### src/sv/hcbp_pkg.sv
// Package for the Huffman code bit packer: operation codes, queue sizing
// and the command record passed from the front end to the packing back end.
// No dependencies.
package hcbp_pkg;

  localparam logic [1:0] OP_LOAD   = 2'd0;
  localparam logic [1:0] OP_ENCODE = 2'd1;
  localparam logic [1:0] OP_FLUSH  = 2'd2;

  localparam int BYTE_BITS = 8;
  localparam int CODE_W    = 32;
  localparam int LEN_W     = 6;

  localparam int QDEPTH  = 4;
  localparam int QPTR_W  = 2;
  localparam int QCNT_W  = 3;

  // One unit of work for the back end: a code to append, or a flush.
  typedef struct packed {
    logic              is_flush;
    logic [LEN_W-1:0]  len;
    logic [CODE_W-1:0] code;
  } cmd_t;

  typedef struct packed {
    logic empty;
    logic room2;
  } q_stat_t;

endpackage

### src/sv/hcbp_queue.sv
// Short command queue between the packer front end and back end.
// Uses hcbp_pkg for the command record and sizing.
module hcbp_queue (
  input  logic              clk,
  input  logic              rst_n,
  input  logic              push,
  input  hcbp_pkg::cmd_t    push_cmd,
  input  logic              pop,
  output hcbp_pkg::cmd_t    pop_cmd,
  output hcbp_pkg::q_stat_t q_stat
);

  hcbp_pkg::cmd_t                mem_r [hcbp_pkg::QDEPTH];
  logic [hcbp_pkg::QPTR_W-1:0]   wr_ptr_r, rd_ptr_r;
  logic [hcbp_pkg::QCNT_W-1:0]   cnt_r, cnt_nxt;

  always_comb begin
    cnt_nxt = cnt_r;
    if (push && !pop) begin
      cnt_nxt = cnt_r + 1'b1;
    end else if (pop && !push) begin
      cnt_nxt = cnt_r - 1'b1;
    end
  end

  always_ff @(posedge clk) begin
    if (push) begin
      mem_r[wr_ptr_r] <= push_cmd;
    end
  end

  always_ff @(posedge clk) begin
    if (!rst_n) begin
      wr_ptr_r <= '0;
      rd_ptr_r <= '0;
      cnt_r    <= '0;
    end else begin
      cnt_r <= cnt_nxt;
      if (push) begin
        wr_ptr_r <= wr_ptr_r + 1'b1;
      end
      if (pop) begin
        rd_ptr_r <= rd_ptr_r + 1'b1;
      end
    end
  end

  assign pop_cmd      = mem_r[rd_ptr_r];
  assign q_stat.empty = (cnt_r == '0);
  assign q_stat.room2 = (cnt_r <= hcbp_pkg::QCNT_W'(hcbp_pkg::QDEPTH - 2));

endmodule

### config.mk
export PLATFORM = sky130hd
export DESIGN_NAME = hcbp_queue
export DESIGN_NICKNAME = d
export VERILOG_FILES = /design/src/sv/hcbp_pkg.sv /design/src/sv/hcbp_queue.sv
export SDC_FILE = /design/constraint.sdc
export NUM_CORES = 1
export LEC_CHECK = 0
export ABC_AREA = 1
export BUFFER_PORTS_ARGS = -buffer_cell sky130_fd_sc_hd__buf_2
export CORE_AREA = 5 5 184 115
export CTS_BUF_LIST = sky130_fd_sc_hd__clkbuf_8
export DETAILED_ROUTE_END_ITERATION = 7
export DIE_AREA = 0 0 189 120
export GPL_TIMING_DRIVEN = 0
export SYNTH_ARGS = -nofsm -noshare
export SYNTH_HDL_FRONTEND = slang
export SYNTH_SLANG_ARGS = --single-unit
### constraint.sdc
create_clock -name clk -period 4.2 [get_ports clk]
set_input_delay 1.26 -clock clk [delete_from_list [all_inputs] [get_ports clk]]
set_output_delay 1.26 -clock clk [all_outputs]
set_load 0.005 [all_outputs]
==> results.txt <==
Final Skew - 15.4 ps
pwr dens - 455 nW/um^2
Cell Count, Final, Fillers Out - 807
cell area after synthesis - 6230 sq um
Area after DPL - 7040 sq um
Post-CTS Setup Inserts - 0
CTS Buf Count - 17
xor-xnor portion of the synthesized cell area - 0%
RSZ-0062 raised after global routing - no
Leakage - 2.65 nW
post-synth top area cell - edfxtp_1
synth cell count leaders - 156 x edfxtp_1, 83 x nor2_1, 82 x o21ai_0
outcome - finished clean
register area share after synthesis - 78.1%
initial antenna violation count - 4
vias in the first global route - 4028
main combinational cell family by area after synthesis - compound AO/OA/AOI/OAI gates
worst vdd ir - 0.211 mV
Worst-path clk slew - 100 ps
die height - 120 microns
HP Class - flip-flop to flip-flop
area delta synth->final - 19.7%
fin area - 7450 sq um
PortBufs - 83
TritonCTS clock tree - done
cell with the most instances after synthesis - edfxtp_1
maximum clock insertion buffer count - 2
CORE AREA - 19500 sq um
DRC - 0
Post-Synth Adder-Cell Area - 1.33%
Worst Path Max Fanout - 10
Syn Area/Cell - 14.3 sq um
top cells by area, synth - edfxtp_1 75%, o21ai_0 6.6%, nor2_1 5.0%
Main synth FF type - edfxtp_1
Min Clock Period, post-route - 3280 ps
post-synthesis compound-gate area fraction - 11.1%
initial DRC count - 226
WL/cell - 18.2 microns
Initial Utilization - 32.0%
slew margin rel. - 62.4%
max cap viols - 0
post-synth top area share - 75.2%
DIE WIDTH - 189 microns
routed vias - 3796
post-DR vias/cell - 4.70
final worst-path cycle share - 78.0%
Post-Syn Nets - 484
Root Buffer - clkbuf_8
Post-Synth Simple-Gate Area - 5.81%
Crit Path Class - flip-flop to output pin
gp weighted congestion - 0.681
Worst Tran Pin Value - 564 ps
Async SR Flop Fraction - 0%
Yosys cell types - 22
Rows - 40
layout cells sized above 1 - 26.2%
CTS Sinks - 165
cell count after synthesis - 435
final setup TNS - 0 ps
register bit count reported by yosys - 165
total grt overflow - 0
Hold Vio Cnt, Final - 0
post-synthesis mux area share - 0%
Routed Antenna Nets - 0
die area - 22700 sq um
# fillers - 1836
Top Ports - 84
post_cts resized - 0
# nets final - 590
Worst setup EP type - output pin
GRT Total Usage - 13.1%
Post-CTS Hold Fix Bufs - 0
Ys Warns - 0
final setup fails - 0
Worst Path Arrival - 2020 ps
iteration count of the initial detailed-routing pass - 5
Min Hold Slack - 459 ps
Worst Path Required - 2940 ps
startpoint types - flip-flop
pin count of the biggest net entering global routing - 26
Worst Hold Depth - 1
Max Freq - 305 MHz
final slew viol count - 0
H-tree depth - 4
first-pass GRT wire length - 22100 microns
DP HPWL - 9330 microns
# placed instances - 774
worst reg2reg path depth - 5
EDFF count, synth - 156
Routed Wire Length - 14700 microns
later-pin clock latency in the skew report - 450 ps
## cells by family after synthesis
kind of cell | count (synthesis)
buffers and inverters | 41
AO/OA/AOI/OAI | 128
flip-flops | 165
adder cells (fa/ha/maj) | 6
AND/OR/NAND/NOR | 95
## routing by layer
layer	GRT usage, %	vias up	part of all wire, %
met5	0	-	0.33
met2	20.6	108	46
met4	4.37	8	0.78
li1	-	1827	-
met1	16.7	1836	45
met3	4.97	17	8.2
## report_power, final
part	switching [mW]	internal [mW]	total (mW)
registers	0.0203	1.87	1.89
clock network	0.608	0.543	1.15
logic	0.218	0.127	0.345
## worst max-delay path: stages, from the launching register on
cell	delay, ps
dfxtp_1	430
clkbuf_1	440
o21ai_0	180
o22ai_1	320
buf_2	180
## cell type report
type                    instances  area [sq um]  area share, %
diodes                          1          2.50         0.0336
plain buffers                  25           165           2.22
clock buffers                  17           234           3.14
clock inverters                15           170           2.28
inverters                      16          62.6          0.840
multi-input cells             229          1130           15.2
flip-flops and latches        165          4860           65.3
well taps                     252           315           4.23
repair buffers                 87           503           6.75
## sequential cells by signal, summed over array words and instances, names as in the netlist, named ones only
register / flops
wr_ptr_r: 2
mem_r: 156
rd_ptr_r: 2
cnt_r: 3
## layout by cell type (no fill, tap or decap), types with 5 or more instances in the layout
cell type  synthesis  final
a21oi_1            5      5
buf_2              9     92
buf_6              6      6
clkbuf_8           0     17
clkinv_4           0      6
dfxtp_1            9      9
edfxtp_1         156    156
ha_1               5      5
inv_1             14     11
inv_2              1      5
nand2_1            9      9
nor2_1            83     83
o21ai_0           82     82
o22ai_1           39     39
## through the flow
step                util (%)  power, mW  setup WS, ps
floorplan                  -       2.10          1750
global placement        35.7       2.26           932
detailed placement      36.2       2.28          1440
CTS                     38.3       3.42           900
global route            38.3       3.53           736
finish                  38.3       3.39           924
## path summary, 6_finish.rpt
| kind | slack [ps] | end | startpoint |
|---|---|---|---|
| worst min-delay path | 460 | flip-flop | rd_ptr_r[1] |
| worst max-delay path | 920 | pop_cmd[3] | flip-flop |
| worst min register to register | 460 | flip-flop | rd_ptr_r[1] |
| worst max register to register | 2550 | mem_r[0][7] | wr_ptr_r[0] |
(Power assumes the default switching activity.)
