[src/sv/hcbp_pkg.sv]
// Package for the Huffman code bit packer: operation codes, queue sizing
// and the command record passed from the front end to the packing back end.
// No dependencies.
package hcbp_pkg;

  localparam logic [1:0] OP_LOAD   = 2'd0;
  localparam logic [1:0] OP_ENCODE = 2'd1;
  localparam logic [1:0] OP_FLUSH  = 2'd2;

  localparam int BYTE_BITS = 8;
  localparam int CODE_W    = 32;
  localparam int LEN_W     = 6;

  localparam int QDEPTH  = 4;
  localparam int QPTR_W  = 2;
  localparam int QCNT_W  = 3;

  // One unit of work for the back end: a code to append, or a flush.
  typedef struct packed {
    logic              is_flush;
    logic [LEN_W-1:0]  len;
    logic [CODE_W-1:0] code;
  } cmd_t;

  typedef struct packed {
    logic empty;
    logic room2;
  } q_stat_t;

endpackage

[src/sv/hcbp_back.sv]
// Back end of the bit packer: appends codes to the bit accumulator and
// sends out one packed byte per cycle while out_tready allows. Uses hcbp_pkg for the command record.
module hcbp_back #(
  parameter int MAX_CODE_BITS = 32
) (
  input  logic              clk,
  input  logic              rst_n,
  input  hcbp_pkg::q_stat_t q_stat,
  input  hcbp_pkg::cmd_t    pop_cmd,
  output logic              pop,
  output logic              out_tvalid,
  input  logic              out_tready,
  output logic [7:0]        out_tdata,
  output logic              out_tlast
);

  localparam int ACC_W = MAX_CODE_BITS + hcbp_pkg::BYTE_BITS - 1;
  localparam int CNT_W = $clog2(ACC_W + 1);

  localparam logic [1:0] ST_IDLE  = 2'd0;
  localparam logic [1:0] ST_EMIT  = 2'd1;
  localparam logic [1:0] ST_FLUSH = 2'd2;

  logic [1:0]       state_r, state_nxt;
  logic [ACC_W-1:0] acc_r, acc_nxt;
  logic [CNT_W-1:0] cnt_r, cnt_nxt;
  logic             out_valid_r, out_valid_nxt;
  logic [7:0]       out_data_r, out_data_nxt;
  logic             out_last_r, out_last_nxt;

  logic             out_free;
  logic [CNT_W-1:0] cnt_sum;
  logic [CNT_W-1:0] cnt_less8;
  logic [ACC_W-1:0] acc_shr;
  logic [3:0]       pad_sh;
  logic [7:0]       flush_byte;

  assign out_free  = !out_valid_r || out_tready;
  assign cnt_sum   = cnt_r + CNT_W'(pop_cmd.len);
  assign cnt_less8 = cnt_r - CNT_W'(hcbp_pkg::BYTE_BITS);
  assign acc_shr   = acc_r >> cnt_less8;
  // Only the low cnt_r bits of the accumulator are live; bits above them
  // are never selected.
  assign pad_sh     = 4'(hcbp_pkg::BYTE_BITS) - {1'b0, cnt_r[2:0]};
  assign flush_byte = acc_r[7:0] << pad_sh;

  assign pop = (state_r == ST_IDLE) && !q_stat.empty;

  always_comb begin
    state_nxt     = state_r;
    acc_nxt       = acc_r;
    cnt_nxt       = cnt_r;
    out_valid_nxt = out_valid_r && !out_tready;
    out_data_nxt  = out_data_r;
    out_last_nxt  = out_last_r;
    case (state_r)
      ST_IDLE: begin
        if (pop) begin
          if (pop_cmd.is_flush) begin
            state_nxt = ST_FLUSH;
          end else begin
            acc_nxt = (acc_r << pop_cmd.len) | ACC_W'(pop_cmd.code);
            cnt_nxt = cnt_sum;
            if (cnt_sum >= CNT_W'(hcbp_pkg::BYTE_BITS)) begin
              state_nxt = ST_EMIT;
            end
          end
        end
      end
      ST_EMIT: begin
        if (out_free) begin
          out_valid_nxt = 1'b1;
          out_data_nxt  = acc_shr[7:0];
          out_last_nxt  = (cnt_less8 < CNT_W'(hcbp_pkg::BYTE_BITS));
          cnt_nxt       = cnt_less8;
          if (cnt_less8 < CNT_W'(hcbp_pkg::BYTE_BITS)) begin
            state_nxt = ST_IDLE;
          end
        end
      end
      ST_FLUSH: begin
        if (cnt_r == '0) begin
          state_nxt = ST_IDLE;
        end else if (out_free) begin
          out_valid_nxt = 1'b1;
          out_data_nxt  = flush_byte;
          out_last_nxt  = 1'b1;
          cnt_nxt       = '0;
          acc_nxt       = '0;
          state_nxt     = ST_IDLE;
        end
      end
      default: begin
        state_nxt = ST_IDLE;
      end
    endcase
  end

  always_ff @(posedge clk) begin
    out_data_r <= out_data_nxt;
    out_last_r <= out_last_nxt;
  end

  always_ff @(posedge clk) begin
    if (!rst_n) begin
      state_r     <= ST_IDLE;
      acc_r       <= '0;
      cnt_r       <= '0;
      out_valid_r <= 1'b0;
    end else begin
      state_r     <= state_nxt;
      acc_r       <= acc_nxt;
      cnt_r       <= cnt_nxt;
      out_valid_r <= out_valid_nxt;
    end
  end

  assign out_tvalid = out_valid_r;
  assign out_tdata  = out_data_r;
  assign out_tlast  = out_last_r;

`ifndef SYNTHESIS
  a_idle_partial: assert property (@(posedge clk) disable iff (!rst_n)
    (state_r == ST_IDLE) |-> (cnt_r < CNT_W'(hcbp_pkg::BYTE_BITS)))
    else $error("bit count holds a whole byte while idle");

  a_emit_full: assert property (@(posedge clk) disable iff (!rst_n)
    (state_r == ST_EMIT) |-> (cnt_r >= CNT_W'(hcbp_pkg::BYTE_BITS)))
    else $error("emitting without a whole byte in the accumulator");

  a_more_follows: assert property (@(posedge clk) disable iff (!rst_n)
    (out_valid_r && !out_last_r) |-> (state_r == ST_EMIT))
    else $error("non-final byte shown with no further byte pending");

  a_no_pop_busy: assert property (@(posedge clk) disable iff (!rst_n)
    (state_r != ST_IDLE) |-> !pop)
    else $error("command taken while the packer is busy");
`endif

endmodule

[config.mk]
export PLATFORM = sky130hd
export DESIGN_NAME = hcbp_back
export DESIGN_NICKNAME = d
export VERILOG_FILES = /design/src/sv/hcbp_pkg.sv /design/src/sv/hcbp_back.sv
export SDC_FILE = /design/constraint.sdc
export NUM_CORES = 1
export LEC_CHECK = 0
export ABC_AREA = 1
export BUFFER_PORTS_ARGS = -buffer_cell sky130_fd_sc_hd__buf_2
export CORE_MARGIN = 3
export CORE_UTILIZATION = 40
export DETAILED_ROUTE_END_ITERATION = 8
export PLACE_DENSITY = 0.65
export SLEW_MARGIN = 20
export SYNTH_ARGS = -nofsm -noshare
export SYNTH_HDL_FRONTEND = slang
export SYNTH_SLANG_ARGS = --single-unit
[constraint.sdc]
create_clock -name clk -period 5.15 [get_ports clk]
set_input_delay 0.515 -clock clk [delete_from_list [all_inputs] [get_ports clk]]
set_output_delay 0.515 -clock clk [all_outputs]
set_load 0.05 [all_outputs]
==> results.tsv, run 1 <==
metric	value	unit
outcome	complete, no violations	
Initial Util	41.1	%
synthesized area per cell	5.60	um^2
Cell Pwr Density	476	nW/um^2
CTS Hold Bufs	0	
Clock Skew	0.00700	ns
gr ovfl total	0	
Peak VDD IR	238	uV
GPL Wtd Cong	0.973	
critical path class	register to register	
# DRC	0	
Setup crit start kind	register	
Post-synth EDFFs	9	
worst hold stages	3	
dominant cell type by area after synthesis	nand2_1	
FFs w/ async S/R, synth	0	%
H-tree depth	3	
Post-synth top cells	427 x nand2_1, 229 x nand3_1, 72 x a21oi_1, 64 x inv_1, 61 x o21ai_0	
flop2flop setup slack	2.15	ns
crit path max fanout	33	
final worst path period need	3.00	ns
synth top area cells	nand2_1 24%, nand3_1 18%, dfxtp_1 15%	
Max Slew Vio Count	0	
CP Cell Sequence	inv_1, ha_1, inv_1, nand3_1, clkinv_1, nand2_1, a21oi_1, nand2_1, a21oi_1	
Net count, final	1222	
Bufs on Longest Clock Path	2	
Hold Crit Start	pop_cmd[12]	
top_reg_cell synth	dfxtp_1	
worst slew pin tran	0.987	ns
count of final hold-check violations	0	
antenna-violating nets left	0	
leakage power	3.19	nW
number of diodes	0	
TritonCTS sink count	57	
Hold WS	0.446	ns
IO buf count	53	
layout cell share with drive strength beyond 1	9.14	%
Worst path top cell family by delay	buffers and inverters	
drt via density	5.68	
# setup viols final	0	
Global Route Usage Sum	26.5	%
switching pwr	1.76	mW
WL/cell	16.9	um
Ys Warns	0	
max cap viols	0	
Clock Root Buffer	clkbuf_16	
cell depth of the worst setup path	9	
die width	134	um
Post-DP HPWL	17300	um
synthesized cell area	6550	um^2
Internal	1.57	mW
Post-Syn Instances	1170	
Period Utilization, post-route	58.2	%
RR Startpoint	state_r[0]	
initial antenna violation count	0	
final core occ	44.0	%
post-route setup slack	2.15	ns
worst min path class	input port to register	
CTS resizes	0	
WL final	23400	um
CP Capture Type	register	
CP startpoint	state_r[0]	
die area	17900	um^2
core footprint	15900	um^2
register bit total from synthesis	57	
Synth top area share	24.5	%
FP Rows	46	
vias after detailed routing	7882	
top-count cell post-synth	nand2_1	
via count of the first global-routing pass	7127	
first-pass GRT wire length	37800	um
sequential power share	22.4	%
Worst-Skew Late Latency	0.35	ns
Worst-path clk slew	0.05	ns
DRT Pass-1 Iters	7	
largest net degree at the start of global routing	58	
hold-critical path endpoint	acc_r[12]	
Critical Path AT	3.21	ns
critical path's largest stage delay	0.86	ns
reg2reg path depth	9	
# IOs	55	
Rel. slew slack	33.8	%
Pwr Total	3.34	mW
r2r endpoint	acc_r[38]	
dpl ws	2.06	ns
Area Growth Syn to Fin	7.03	%
CTS tree	done	
Post CTS Setup Buffer Count	0	
Comb pwr share	59.1	%
post-synthesis sequential area ratio	18.8	%
critical path required time	5.36	ns
drt initial violations	957	
die height	134	um
Setup TNS	0	ns
total CTS buffers	9	
Sw Ratio	52.8	%
FMAX	0.333	GHz
Distinct cells, synth	51	
clock share of power	18.5	%
RSZ-0062 raised after global routing	false	
Net Count, Synth	1226	
Buf/Inv on CP	3	
Worst path slowest cell	clkinv_1	
[final cells by class]
class                   instances  area [um^2]
inverters                      70          264
flip-flops and latches         57         1230
well taps                     216          270
clock buffers                  11          243
clock inverters                 5         55.1
multi-input cells             968         4630
fillers                      1813         8930
repair buffers                 60          318
[tightest hold or removal path, cell delays in order]
cell and delay [ns]:
buf_2 0.08, o21ai_1 0.06, a21oi_1 0.11
[worst max path at each step]
stage | end
final | acc_r[38]
after global routing | acc_r[38]
after CTS | acc_r[25]
after detailed placement | state_r[0]
after global placement | state_r[1]
after floorplan | state_r[0]
[registers in the layout (all words and copies together) (netlist names)]
| name | count |
|---|---|
| state_r | 2 |
| out_tvalid | 1 |
| out_tlast | 1 |
| cnt_r | 6 |
| out_tdata | 8 |
| acc_r | 39 |
[through the flow]
step | cells | instance area (um^2)
finish | 1387 | 7010
global route | 1387 | 7010
CTS | 1387 | 7010
detailed placement | 1371 | 6710
global placement | 1371 | 6710
floorplan | 1170 | 6550
[power groups by stage]
stage	sequential (mW)	combinational [mW]	clock (mW)
after global placement	0.751	1.94	0
after global routing	0.762	2.23	0.640
final	0.749	1.97	0.616
after floorplan	0.796	1.45	0
after CTS	0.742	1.95	0.625
after detailed placement	0.751	1.95	0
[layer usage]
layer / global-route usage [%] / routed length [um] / vias to the layer above
met2: 41.0 / 10400 / 308
met4: 13.4 / 1110 / 0
met3: 5.48 / 1720 / 69
li1: - / - / 3933
met1: 35.0 / 10200 / 3572
met5: 0 / 0 / -
[kinds of logic after synthesis]
| family | count (synthesis) | synth area share, % |
|---|---|---|
| xor gates and xnor gates | 6 | 0.917 |
| DFF | 57 | 18.8 |
| and+or+nand+nor | 743 | 49.0 |
| AOI/OAI and AO/OA | 207 | 18.3 |
| adders and majority gates | 12 | 2.41 |
| buffers and inverters | 145 | 10.5 |
[placed cells by master, fill, tap and decap left out, types with 13 or more instances in the layout]
cell,n
inv_1,63
nand2_1,427
dfxtp_1,48
a21oi_1,72
o211ai_1,30
buf_2,53
nor2_1,41
o21ai_1,13
o21ai_0,61
nand3_1,229
(Power assumes the default switching activity.)
==> inputs of run 2 (changes only) <==
- ABC_AREA: 1 -> 0
- clock period: 5.15 -> 3 ns (I/O delays scaled with it)
==> results.tsv, run 2 <==
metric	value	unit
worst slew pin tran	0.963	ns
Period Utilization, post-route	83.9	%
r2r endpoint	out_tdata[3]	
FP Rows	48	
total CTS buffers	9	
Initial Util	41.2	%
layout cell share with drive strength beyond 1	21.3	%
hold-critical path endpoint	acc_r[26]	
register bit total from synthesis	57	
Ys Warns	0	
outcome	complete, no violations	
drt via density	6.69	
Area Growth Syn to Fin	9.57	%
die height	140	um
number of flip-flops in the largest register	39	
CP Capture Type	register	
reg2reg path depth	8	
Net count, final	931	
Clock Skew	0.00961	ns
# setup viols final	0	
CTS Hold Bufs	0	
most frequent cells in the layout	106 x nand2_1, 98 x mux2i_1, 62 x a21oi_1	
number of diodes	0	
sequential power share	22.2	%
critical path required time	3.07	ns
FFs w/ async S/R, synth	0	%
initial antenna violation count	0	
gr ovfl total	0	
Worst-Skew Late Latency	0.35	ns
Bufs on Longest Clock Path	2	
first-pass GRT wire length	39400	um
Post-Syn Instances	868	
leakage power	3.00	nW
# DRC	0	
CTS tree	done	
Peak VDD IR	547	uV
placed insts	1089	
fillers	1707	
Hold Crit Start	pop_cmd[26]	
TritonCTS sink count	57	
synthesized cell area	7210	um^2
core footprint	17500	um^2
final worst path period need	2.52	ns
Setup TNS	0	ns
Cell Pwr Density	725	nW/um^2
die area	19700	um^2
Global Route Usage Sum	25.3	%
critical path class	register to register	
RSZ-0062 raised after global routing	false	
antenna-violating nets left	0	
top-count cell post-synth	nand2_1	
Worst-path clk slew	0.06	ns
IO buf count	53	
clock share of power	18.1	%
Comb pwr share	59.7	%
Finished Layout Cells	1104	
Internal	2.93	mW
dominant cell type by area after synthesis	mux2i_1	
top_reg_cell synth	dfxtp_1	
die width	140	um
drt initial violations	971	
Post CTS Setup Buffer Count	0	
# IOs	55	
Clock Root Buffer	clkbuf_16	
via count of the first global-routing pass	6880	
Max Slew Vio Count	0	
most common cell after layout, fill and taps aside	nand2_1	
Distinct cells, synth	71	
worst min path class	input port to register	
FMAX	0.397	GHz
vias after detailed routing	7386	
Setup crit start kind	register	
GPL Wtd Cong	1.00	
synthesized area per cell	8.30	um^2
post-synthesis sequential area ratio	17.1	%
Rel. slew slack	35.5	%
largest reg by FF count	acc_r	
largest net degree at the start of global routing	55	
count of final hold-check violations	0	
RR Startpoint	cnt_r[3]	
Post-synth EDFFs	9	
switching pwr	2.79	mW
Net Count, Synth	924	
synth top area cells	mux2i_1 14%, dfxtp_1 13%, mux4_2 13%	
max cap viols	0	
H-tree depth	3	
worst hold stages	2	
Sw Ratio	48.8	%
WL final	25400	um
flop2flop setup slack	0.48	ns
Post-DP HPWL	18400	um
Post-synth top cells	106 x nand2_1, 98 x mux2i_1, 62 x a21oi_1, 60 x nor2_1, 58 x o21ai_0	
WL/cell	23.0	um
DRT Pass-1 Iters	8	
CTS resizes	0	
crit path max fanout	6	
Synth top area share	13.6	%
Critical Path AT	2.59	ns
run 2: changes by cell type in the layout (fill, tap and decap cells not counted), moves of 11 or more:
cell      before  now
buf_4          7   30
nor2_1        41   60
inv_1         63   13
mux2i_1        0   98
nor2b_1        0   20
mux4_2         0   41
nand3_1      229   14
nand2b_1       0   11
o211ai_1      30   13
nand2_1      427  106
o21ai_1       13    2
mux2_2         0   33
run 2: final cells by class:
cell class                      count  area (um^2)  share of cell area [%]
Tap cell                          225          282                    3.57
Multi-Input combinational cell    703         5470                    69.3
Clock buffer                       13          282                    3.57
Inverter                           19         71.3                   0.903
Clock inverter                      2         10.0                   0.127
Sequential cell                    57         1230                    15.6
Timing Repair Buffer               85          546                    6.91
run 2: worst max-delay path by stage:
stage / start / to / slack, ns / depth (start not counted)
detailed placement: pop_cmd[34] / acc_r[31] / 0.52 / 7
floorplan: cnt_r[1] / out_tdata[6] / 0.22 / 11
global placement: pop_cmd[34] / acc_r[31] / 0.53 / 7
CTS: cnt_r[3] / out_tdata[3] / 0.52 / 8
finish: cnt_r[3] / out_tdata[3] / 0.48 / 8
global route: cnt_r[2] / out_tdata[4] / 0.34 / 7
run 2: cells by family after synthesis:
kind of cell,count (synthesis),synth area share (%)
AOI/OAI and AO/OA,256,23.6
xor gates and xnor gates,8,0.972
adders and majority gates,12,2.19
buffers and inverters,108,6.98
DFF,57,17.1
muxes,177,33.4
and+or+nand+nor,250,15.7
run 2: routing by layer:
| layer | global-route usage, % | share of wire, % |
|---|---|---|
| met4 | 10.8 | 4.2 |
| met2 | 37.1 | 43 |
| met1 | 34.8 | 42 |
| met3 | 7.27 | 11 |
| met5 | 0 | 0 |
run 2: metrics by stage:
stage / setup WS, ns / hold slack (ns) / cell area (um^2) / total power [mW] / util, %
global placement: 0.530 / 0.487 / 7600 / 4.58 / 43.5
floorplan: 0.223 / 0.437 / 7210 / 3.76 / -
finish: 0.482 / 0.178 / 7900 / 5.72 / 45.2
CTS: 0.521 / 0.167 / 7900 / 5.66 / 45.2
global route: 0.335 / 0.192 / 7900 / 6.04 / 45.2
detailed placement: 0.516 / 0.503 / 7600 / 4.60 / 43.5
run 2: power by group through the flow:
stage | clock, mW | sequential, mW | combinational [mW]
global route | 1.07 | 1.29 | 3.68
floorplan | 0 | 1.32 | 2.44
finish | 1.03 | 1.27 | 3.42
CTS | 1.05 | 1.26 | 3.35
detailed placement | 0 | 1.27 | 3.33
global placement | 0 | 1.27 | 3.31
run 2: critical path, cell delays in order, from the launching register on:
cell      delay (ns)
dfxtp_1         0.33
clkinv_1        0.24
ha_1            0.45
nor2b_1         0.21
and3_1          0.19
a31oi_1         0.14
o221ai_1        0.15
o41ai_1         0.35
o221ai_1        0.19
==> inputs of run 3 (changes only) <==
- ABC_AREA: 0 -> 1
- clock period: 3 -> 2.46 ns (I/O delays scaled with it)
==> results.tsv, run 3 (same netlist as run 1, synthesis figures left out) <==
metric	value	unit
outcome	complete, no violations	
CP Capture Type	register	
CTS Hold Bufs	0	
WL final	24300	um
Worst path slowest cell	dfxtp_1	
initial antenna violation count	0	
worst slew pin tran	1.06	ns
GPL Wtd Cong	0.952	
multi-input logic area	4630	um^2
crit path max fanout	3	
drt via density	5.72	
via count of the first global-routing pass	7264	
# DRC	0	
Period Utilization, post-route	84.9	%
FMAX	0.479	GHz
total CTS buffers	9	
Post-DP HPWL	18300	um
die height	134	um
layout cell share with drive strength beyond 1	11.0	%
critical path's largest stage delay	0.42	ns
Net count, final	1247	
Worst-Skew Late Latency	0.35	ns
first-pass GRT wire length	38600	um
most frequent cells in the layout	427 x nand2_1, 229 x nand3_1, 72 x a21oi_1	
count of final hold-check violations	0	
WL/cell	17.2	um
Rel. slew slack	29.0	%
Cell Pwr Density	989	nW/um^2
Peak VDD IR	555	uV
Global Route Usage Sum	27.2	%
# setup viols final	0	
final core occ	45.2	%
IO buf count	53	
Internal	3.34	mW
clock share of power	16.3	%
cell depth of the worst setup path	11	
Buf/Inv on CP	1	
most frequent CP cell	nand2_1	
Worst-path clk slew	0.06	ns
DRT Pass-1 Iters	6	
sequential power share	21.9	%
Area Growth Syn to Fin	10.2	%
Setup TNS	0	ns
max cap viols	0	
Max Slew Vio Count	0	
FP Rows	46	
die width	134	um
critical path class	register to register	
Sw Ratio	53.2	%
largest reg by FF count	acc_r	
Clock Skew	0.0129	ns
number of diodes	0	
CP Cell Sequence	ha_1, inv_1, fa_1, nand3b_1, nand2_1, xnor2_1, and3_1, nand2_1, nand2_1, nand2_1, a21oi_1	
fillers	1787	
core footprint	15900	um^2
# IOs	55	
reg2reg path depth	11	
critical path required time	2.74	ns
drt initial violations	951	
Initial Util	41.1	%
Critical Path AT	2.37	ns
Post CTS Setup Buffer Count	0	
leakage power	3.32	nW
vias after detailed routing	8070	
final worst path period need	2.09	ns
antenna-violating nets left	0	
RSZ-0062 raised after global routing	false	
worst min path class	input port to register	
TritonCTS sink count	57	
Bufs on Longest Clock Path	2	
largest net degree at the start of global routing	56	
die area	17900	um^2
Comb pwr share	61.8	%
gr ovfl total	0	
Clock Root Buffer	clkbuf_16	
most common cell after layout, fill and taps aside	nand2_1	
switching pwr	3.80	mW
worst hold stages	3	
Hold WS	0.171	ns
CTS tree	done	
CTS resizes	0	
register area	1230	um^2
H-tree depth	3	
Worst path top cell family by delay	simple AND/OR/NAND/NOR gates	
Setup crit start kind	register	
number of flip-flops in the largest register	39	
run 3: changes by cell type in the layout (fill, tap and decap cells not counted), moves of 10 or more:
cell	before	now
o22ai_1	12	2
nor2_1	60	41
nand2_1	106	427
mux4_2	41	0
mux2_2	33	0
inv_1	13	64
a21oi_1	62	72
mux2i_1	98	0
nand3_1	14	229
o21ai_1	2	13
nand2b_1	11	0
o211ai_1	13	30
nor2b_1	20	0
a22oi_1	13	3
run 3: path summary, 6_finish.rpt:
| kind | start | to | slack [ns] |
|---|---|---|---|
| max | cnt_r[0] | state_r[1] | 0.37 |
| min | pop_cmd[15] | acc_r[15] | 0.17 |
| max reg2reg | cnt_r[0] | state_r[1] | 0.37 |
| min reg2reg | acc_r[38] | acc_r[38] | 0.48 |
run 3: worst register-to-register path: stages (launching register included):
cell and delay (ns):
dfxtp_1 0.42, ha_1 0.22, inv_1 0.06, fa_1 0.39, nand3b_1 0.17, nand2_1 0.08
xnor2_1 0.15, and3_1 0.19, nand2_1 0.08, nand2_1 0.08, nand2_1 0.05, a21oi_1 0.13
run 3: metrics by stage:
step                instances  setup WS [ns]  power [mW]  area (um^2)
finish                   1412          0.371        7.14         7210
global route             1412          0.187        7.74         7210
CTS                      1412          0.390        7.09         7210
detailed placement       1396          0.414        5.91         6950
global placement         1396          0.424        5.92         6950
floorplan                1170          0.285        4.70         6550
run 3: power by group through the flow:
stage / combinational, mW / sequential (mW) / clock [mW]
CTS: 4.37 / 1.55 / 1.17
global route: 4.95 / 1.59 / 1.20
global placement: 4.35 / 1.57 / 0
detailed placement: 4.34 / 1.57 / 0
finish: 4.41 / 1.56 / 1.16
floorplan: 3.04 / 1.67 / 0
run 3: cell type report:
cell class                 count  share of cell area, %
multi-input combinational    968                   64.1
clock inverter                 6                  0.503
sequential                    57                   17.1
tap                          216                   3.75
inverter                      70                   3.66
timing repair buffer          85                   7.70
clock buffer                  10                   3.17
run 3: layer usage:
metal  vias to the layer above  share of wire, %  global-route usage, %
met1                      3679                44                   36.7
met3                        63               7.4                   3.98
met2                       350                45                   43.1
li1                       3978                 -                      -
met5                         -                 0                      0
met4                         0               4.1                   12.1
